<file path="config.mk">
export PLATFORM = sky130hd
export DESIGN_NAME = evg_div
export DESIGN_NICKNAME = d
export VERILOG_FILES = /design/src/evg_pkg.sv /design/src/evg_div.sv
export SDC_FILE = /design/constraint.sdc
export NUM_CORES = 2
export LEC_CHECK = 0
export ABC_CLOCK_PERIOD_IN_PS = 6140
export BUFFER_PORTS_ARGS = -buffer_cell sky130_fd_sc_hd__buf_4
export CORE_MARGIN = 8
export CORE_UTILIZATION = 40
export CTS_BUF_LIST = sky130_fd_sc_hd__clkbuf_8 sky130_fd_sc_hd__clkbuf_16
export CTS_CLUSTER_DIAMETER = 120
export DETAILED_ROUTE_END_ITERATION = 8
export SLEW_MARGIN = 20
export SYNTH_ARGS = -nofsm -noshare
export SYNTH_HDL_FRONTEND = slang
export SYNTH_SLANG_ARGS = --single-unit
</file>
<file path="constraint.sdc">
create_clock -name i_clk -period 6.14 [get_ports i_clk]
set_clock_uncertainty 0.2 [all_clocks]
set_input_delay 1.842 -clock i_clk [delete_from_list [all_inputs] [get_ports i_clk]]
set_output_delay 1.842 -clock i_clk [all_outputs]
set_load 0.05 [all_outputs]
</file>
<file path="src/evg_pkg.sv">
// ============================================================================
// evg_pkg: shared types and constants of the ellipsoid vertex generator
// Payload structs, pipeline sideband types, Taylor step constants and the
// saturation helper for the final coordinates.
// ============================================================================
`default_nettype none

package evg_pkg;

    // Number formats.
    localparam int FRAC_BITS    = 16;
    localparam int MAX_SEGMENTS = 1024;
    localparam int TRIG_MW      = FRAC_BITS + 1;

    // Quarter turn to radians, Q30.
    localparam logic [30:0] HALF_PI_Q30 = 31'd1686629713;
    localparam logic [31:0] ONE_Q30     = 32'h4000_0000;

    // Pipelined divider geometry.
    localparam int DIV_NW  = 43;
    localparam int DIV_DW  = 13;
    localparam int DIV_QW  = 32;
    localparam int DIV_LAT = DIV_QW + 1;

    // Taylor series: six recurrence steps give seven terms per function.
    localparam int TAY_STEPS = 6;
    localparam int TRIG_LAT  = 3 + 3 * TAY_STEPS + 2;

    localparam longint unsigned TWO_32 = 64'd4294967296;

    localparam int unsigned SIN_DIV [TAY_STEPS] = '{6, 20, 42, 72, 110, 156};
    localparam int unsigned COS_DIV [TAY_STEPS] = '{2, 12, 30, 56, 90, 132};

    localparam logic [31:0] SIN_RCP [TAY_STEPS] = '{
        32'(TWO_32 / 6), 32'(TWO_32 / 20), 32'(TWO_32 / 42),
        32'(TWO_32 / 72), 32'(TWO_32 / 110), 32'(TWO_32 / 156)
    };
    localparam logic [31:0] COS_RCP [TAY_STEPS] = '{
        32'(TWO_32 / 2), 32'(TWO_32 / 12), 32'(TWO_32 / 30),
        32'(TWO_32 / 56), 32'(TWO_32 / 90), 32'(TWO_32 / 132)
    };

    typedef enum logic [2:0] {
        CFG_RADIUS_A = 3'd0,
        CFG_RADIUS_B = 3'd1,
        CFG_RADIUS_C = 3'd2,
        CFG_LON_SEG  = 3'd3,
        CFG_LAT_SEG  = 3'd4
    } t_cfg_idx;

    typedef struct packed {
        logic signed [11:0] lat_index;
        logic        [10:0] lon_index;
    } t_evg_in;

    typedef struct packed {
        logic signed [31:0] pos_x;
        logic signed [31:0] pos_y;
        logic signed [31:0] pos_z;
        logic        [16:0] tex_u;
        logic        [16:0] tex_v;
        logic               pos_valid;
        logic               index_error;
    } t_evg_out;

    // State carried between Taylor steps.
    typedef struct packed {
        logic        [31:0] ts;
        logic        [31:0] tc;
        logic signed [33:0] acc_s;
        logic signed [33:0] acc_c;
        logic        [31:0] x2;
        logic        [1:0]  q;
    } t_evg_tay;

    // Sine and cosine in sign-magnitude form.
    typedef struct packed {
        logic               sin_neg;
        logic [TRIG_MW-1:0] sin_mag;
        logic               cos_neg;
        logic [TRIG_MW-1:0] cos_mag;
    } t_evg_trig;

    function automatic logic signed [31:0] sat32(input logic neg, input logic [35:0] mag);
        logic signed [31:0] res;
        if (neg) begin
            if (mag > 36'h0_8000_0000) begin
                res = 32'sh8000_0000;
            end else begin
                res = signed'(32'(~mag + 36'd1));
            end
        end else begin
            if (mag > 36'h0_7FFF_FFFF) begin
                res = 32'sh7FFF_FFFF;
            end else begin
                res = signed'(mag[31:0]);
            end
        end
        return res;
    endfunction

endpackage

`default_nettype wire

</file>
<file path="src/evg_div.sv">
// ============================================================================
// evg_div: pipelined restoring divider
// One quotient bit per register stage, most significant bit first.
// ============================================================================
`default_nettype none

module evg_div import evg_pkg::*; #(
    parameter int NW = DIV_NW,
    parameter int DW = DIV_DW,
    parameter int QW = DIV_QW
) (
    input  wire logic          i_clk,
    input  wire logic          i_en,
    input  wire logic [NW-1:0] i_num,
    input  wire logic [DW-1:0] i_den,
    output logic      [QW-1:0] o_quo
);

    localparam int CW = DW + QW;

    logic [NW-1:0] r_rem [0:QW-1];
    logic [DW-1:0] r_den [0:QW-1];
    logic [QW-1:0] r_q   [0:QW];

    always_ff @(posedge i_clk) begin
        if (i_en) begin
            r_rem[0] <= i_num;
            r_den[0] <= i_den;
            r_q[0]   <= '0;
        end
    end

    for (genvar k = 0; k < QW; k++) begin : g_stage
        logic [CW-1:0] w_sh;
        logic [CW-1:0] w_rem;
        logic          w_ge;

        assign w_sh  = CW'(r_den[k]) << (QW - 1 - k);
        assign w_rem = CW'(r_rem[k]);
        assign w_ge  = (w_rem >= w_sh);

        always_ff @(posedge i_clk) begin
            if (i_en) begin
                r_q[k+1] <= {r_q[k][QW-2:0], w_ge};
            end
        end

        if (k < QW - 1) begin : g_rem
            always_ff @(posedge i_clk) begin
                if (i_en) begin
                    r_rem[k+1] <= w_ge ? NW'(w_rem - w_sh) : r_rem[k];
                    r_den[k+1] <= r_den[k];
                end
            end
        end
    end

    assign o_quo = r_q[QW];

endmodule

`default_nettype wire

</file>
# Word-level counts from Yosys, hierarchy flattened
# Memories as Yosys holds them, arrays and structs flattened.
# Cells that the tools add are included.
# W data, S select, Z words.
totals:
  regBits: 0
  mem_bits_rw: 2848
  mem_bits_ro: 0
  latchBits: 0
  out_inout_bits: 32
  memories: 3
op_classes:
  mux: 33
  n_bitwise: 0
  shifts: 0
  multipliers: 0
  add_sub_neg: 31
  order_cmp: 32
  n_div: 0
  eq_ne: 0
  n_reduce_logical: 0
mem_list:
  columns: ["name", "words", "word_bits", "read_ports", "rd_ports_with_merged_regs", "wr", "line", "text"]
  rows:
  - ["r_rem", 32, 43, 32, 0, 32, "evg_div.sv:21", "logic [NW-1:0] r_rem [0:QW-1];"]
  - ["r_q", 33, 32, 33, 0, 33, "evg_div.sv:23", "logic [QW-1:0] r_q [0:QW];"]
  - ["r_den", 32, 13, 32, 0, 32, "evg_div.sv:22", "logic [DW-1:0] r_den [0:QW-1];"]
ops:
  columns: ["operator", "n"]
  rows:
  - ["$mux W43", 31]
  - ["$sub A43 B43 Y43", 2]
  - ["$ge A43 B44 Y1", 1]
  - ["$ge A43 B13 Y1", 1]
  - ["$ge A43 B14 Y1", 1]
  - ["$ge A43 B15 Y1", 1]
  - ["$ge A43 B16 Y1", 1]
  - ["$ge A43 B17 Y1", 1]
  - ["$ge A43 B18 Y1", 1]
  - ["$ge A43 B19 Y1", 1]
  - ["$ge A43 B20 Y1", 1]
  - ["$ge A43 B21 Y1", 1]
  - ["$ge A43 B22 Y1", 1]
  - ["$ge A43 B23 Y1", 1]
  - ["$ge A43 B24 Y1", 1]
  - ["$ge A43 B25 Y1", 1]
  - ["$ge A43 B26 Y1", 1]
  - ["$ge A43 B27 Y1", 1]
  - ["$ge A43 B28 Y1", 1]
  - ["$ge A43 B29 Y1", 1]
  - ["$ge A43 B30 Y1", 1]
  - ["$ge A43 B31 Y1", 1]
  - ["$ge A43 B32 Y1", 1]
  - ["$ge A43 B33 Y1", 1]
  - ["40 further kinds", 41]

# Longest topological paths before layout
# An unclocked memory read counts as a cell.
logic_depth:
  ltp_word: 3
  depth_mapped: 14
  ltp_nobuf: 12

# Worst setup path after synthesis
# No wires, ideal clock.
synth_timing:
  path_type: "register to register"
  startpoint: "mem r_rem[1][331] (netlist bit)"
  endpoint: "mem r_rem[1][380] (netlist bit) (data pin)"
  setup_slack_ns: 2.625
  arrival_ns: 3.055
  n_path_buf: 0
  t_required_ns: 5.681
  period_less_slack_ns: 3.515
  stages_incl_launch_ff: 9
  path_cell_list: "edfxtp_1 or4_4 or4_4 or4b_4 o2111a_1 o211ai_2 o211ai_4 or4_4 xnor2_2"
synth_lines:
  columns: ["item", "line"]
  rows:
  - ["start, declared", "evg_div.sv:21"]

==> impl_metrics.ini <==
[status]
status = finished, final reports clean

[floorplanning]
core_sq_um = 262000
start_util = 0.401
num_io_pins = 90
dieWidth_um = 528
dieArea_sq_um = 279000
die_y_um = 528
rows = 188

[worst_setup_path]
worstPathArrival_ns = 4.87
crit_buf_inv = 2
crit_chain = inv_1, ha_1, nor2b_1, o31ai_1, a21oi_1, a221oi_1, o21ai_0, nor2_1, clkinv_1, nor2_1, a21oi_1
path_class = reg2reg
max_stage_delay_ns = 0.65
r2r-end = r_rem[1][436]
cp-start-kind = flop
cp_top_family = compound AO/OA/AOI/OAI gates
reg2reg_setup_slack_ns = 1.67
r2r_start = r_den[1][118]
critPathMaxFanout = 18
rr_worst_depth = 11
required_ns = 6.53
end_kind = flop
crit_start = r_den[1][118]
slowest_stage = nor2_1

[layout]
final_area_sq_um = 118000
syn2layout_area_growth_pct = 12.6
mostFrequentLayoutCells = edfxtp_1, inv_1, nor2_1
final_nets = 8483
register_area_sq_um = 69700
layout.cells.most_common = edfxtp_1
multiInputGateArea_sq_um = 32600
utilization = 0.451
drive_above_1_share = 0.0843
fin_cells = 11700
fillCellCount = 23300

[timing]
final_hold_viol_count = 0
finalCritPeriodShare = 0.729
worstMarginPinSlew_ns = 1.06
fmax_mhz = 224
setup_violations = 0
rsz0062_at_grt = false
layout_min_cycle_time_ns = 4.47
finalMaxSlewViolations = 0
tns_ns = 0
relSlewSlack = 0.290

[yosys]
ys_warn_count = 0
syn_avg_cell_area_sq_um = 13.6
mappedNetlistArea_sq_um = 105000
synthCells = 7704
async_reset_ff_frac = 0
synth_cell_types = 94
synth-seq-area-share = 0.665
ys_seq_elements = 2320
synth_ff_type = edfxtp_1
synth-edff-count = 2320
syn-num-nets = 8208

[clock_tree]
cts_tree = done
clkSlewWorstSetupHoldPaths_ns = 0.06
cts_root_buf = clkbuf_16
ctsHoldBuffers = 0
cts_sinks = 2320
postCtsSetupRepairBufs = 0
insertion_delay_ns = 0.91
cts-buffers-inserted = 249
h-tree-depth = 4
clock_path_buffers = 4
cts_resized = 0

[detailed_routing]
via_per_inst = 5.26
post-route-drc-count = 0
first_pass_iters = 6
wl_per_cell_um = 18.8
wl_um = 220000
vias = 61600
ant_nets = 0
drtIter0Drc = 5624

[min_path]
hp-start = r_rem[0][94]
min_to = r_rem[0][137]
hp-class = reg2reg
hold_depth = 0

[power]
p_switching_mw = 14.2
sw_frac_of_total = 0.298
p_seq_frac = 0.468
p_clk_frac = 0.298
powerDensity_nw_per_um2 = 404
leakage_nw = 42.7
p_int_mw = 33.5
peakVddDrop_mv = 0.255
combPwrFrac = 0.234
total_power_mw = 47.7

[placed_design]
place.gp.congestion = 0.899
placed_cell_area_sq_um = 110000
numPortBuffers = 89
dpl.cell_count = 11200
dp_hpwl_um = 159000

[global_route]
grt_pass1_vias = 60100
grt_antenna_before_repair = 3
grt_max_degree = 138
grt_use_total = 0.152
grt_overflow = 0
grt_pass1_wl_um = 342000

[flow_run]
cap_viol_max_count = 0
[power groups by stage]
stage	clock [mW]	sequential [mW]	combinational (mW)
after floorplan	0	21.8	8.36
final	14.2	22.3	11.2
after detailed placement	0	22.7	11.0
after CTS	14.7	22.4	11.1
after global placement	0	22.6	10.8
after global routing	15.3	22.6	12.5
[metal layers]
| metal | wire [um] | vias to the layer above | track usage |
|---|---|---|---|
| li1 | - | 29600 | - |
| met1 | 96900 | 30000 | 0.205 |
| met2 | 106000 | 1568 | 0.259 |
| met3 | 10900 | 375 | 0.0231 |
| met4 | 5970 | 2 | 0.0429 |
| met5 | 20 | - | 0 |
[final cells by class]
cell class / count / area share
Sequential cell: 2320 / 0.590
Multi-Input combinational cell: 4682 / 0.276
Clock buffer: 251 / 0.0532
Tap cell: 3515 / 0.0373
Inverter: 567 / 0.0180
Timing Repair Buffer: 159 / 0.0126
Clock inverter: 199 / 0.0125
Antenna cell: 2 / 0.0000424
[how the worst max path moves through the flow]
| stage | endpoint | cells past startpoint |
|---|---|---|
| 3_5_place_dp | r_rem[1][436] | 11 |
| 5_1_grt | r_rem[1][439] | 11 |
| 6_report | r_rem[1][436] | 11 |
| 3_3_place_gp | r_rem[1][438] | 11 |
| 4_1_cts | r_rem[1][436] | 11 |
| 2_1_floorplan | r_rem[1][380] | 8 |
[cells by family after synthesis]
group | Yosys count | share of synthesized area
DFF | 2320 | 0.665
buffers and inverters | 702 | 0.0254
muxes | 110 | 0.0117
xor gates and xnor gates | 673 | 0.0563
adders and majority gates | 446 | 0.0555
AOI/OAI and AO/OA | 1244 | 0.0749
and+or+nand+nor | 2209 | 0.112
[cell usage after synthesis, types with 25 or more instances]
cell type | number | area share
a211oi_1 | 52 | 0.0037
a21o_1 | 123 | 0.0088
a21oi_1 | 355 | 0.017
a31oi_1 | 30 | 0.0018
and3_1 | 29 | 0.0017
clkbuf_1 | 110 | 0.0039
edfxtp_1 | 2320 | 0.66
fa_1 | 31 | 0.0059
ha_1 | 415 | 0.050
inv_1 | 565 | 0.020
mux2_2 | 98 | 0.011
nand2_1 | 429 | 0.015
nand2b_1 | 94 | 0.0056
nand3_1 | 124 | 0.0059
nand3b_1 | 28 | 0.0020
nand4_1 | 93 | 0.0056
nor2_1 | 489 | 0.018
nor2b_1 | 85 | 0.0051
nor3_1 | 223 | 0.011
nor4_1 | 222 | 0.013
nor4b_1 | 53 | 0.0044
o211ai_1 | 28 | 0.0020
o21a_1 | 80 | 0.0057
o21ai_0 | 322 | 0.015
o21bai_1 | 25 | 0.0018
o31ai_1 | 57 | 0.0041
or2_2 | 37 | 0.0022
or3_1 | 82 | 0.0049
or4_1 | 88 | 0.0063
xnor2_1 | 336 | 0.028
xor2_1 | 336 | 0.028
[through the flow]
stage                     setup slack, ns  hold slack [ns]
after floorplan                      2.63            0.200
after global routing                 1.26            0.193
after detailed placement             1.76            0.205
after global placement               1.75            0.201
final                                1.67            0.180
after CTS                            1.71            0.180
[state kept, by name, indices dropped and copies added (netlist names)]
name   flops
r_den    416
r_q      528
r_rem   1376
Note: power is estimated with default switching activity, not from simulation.
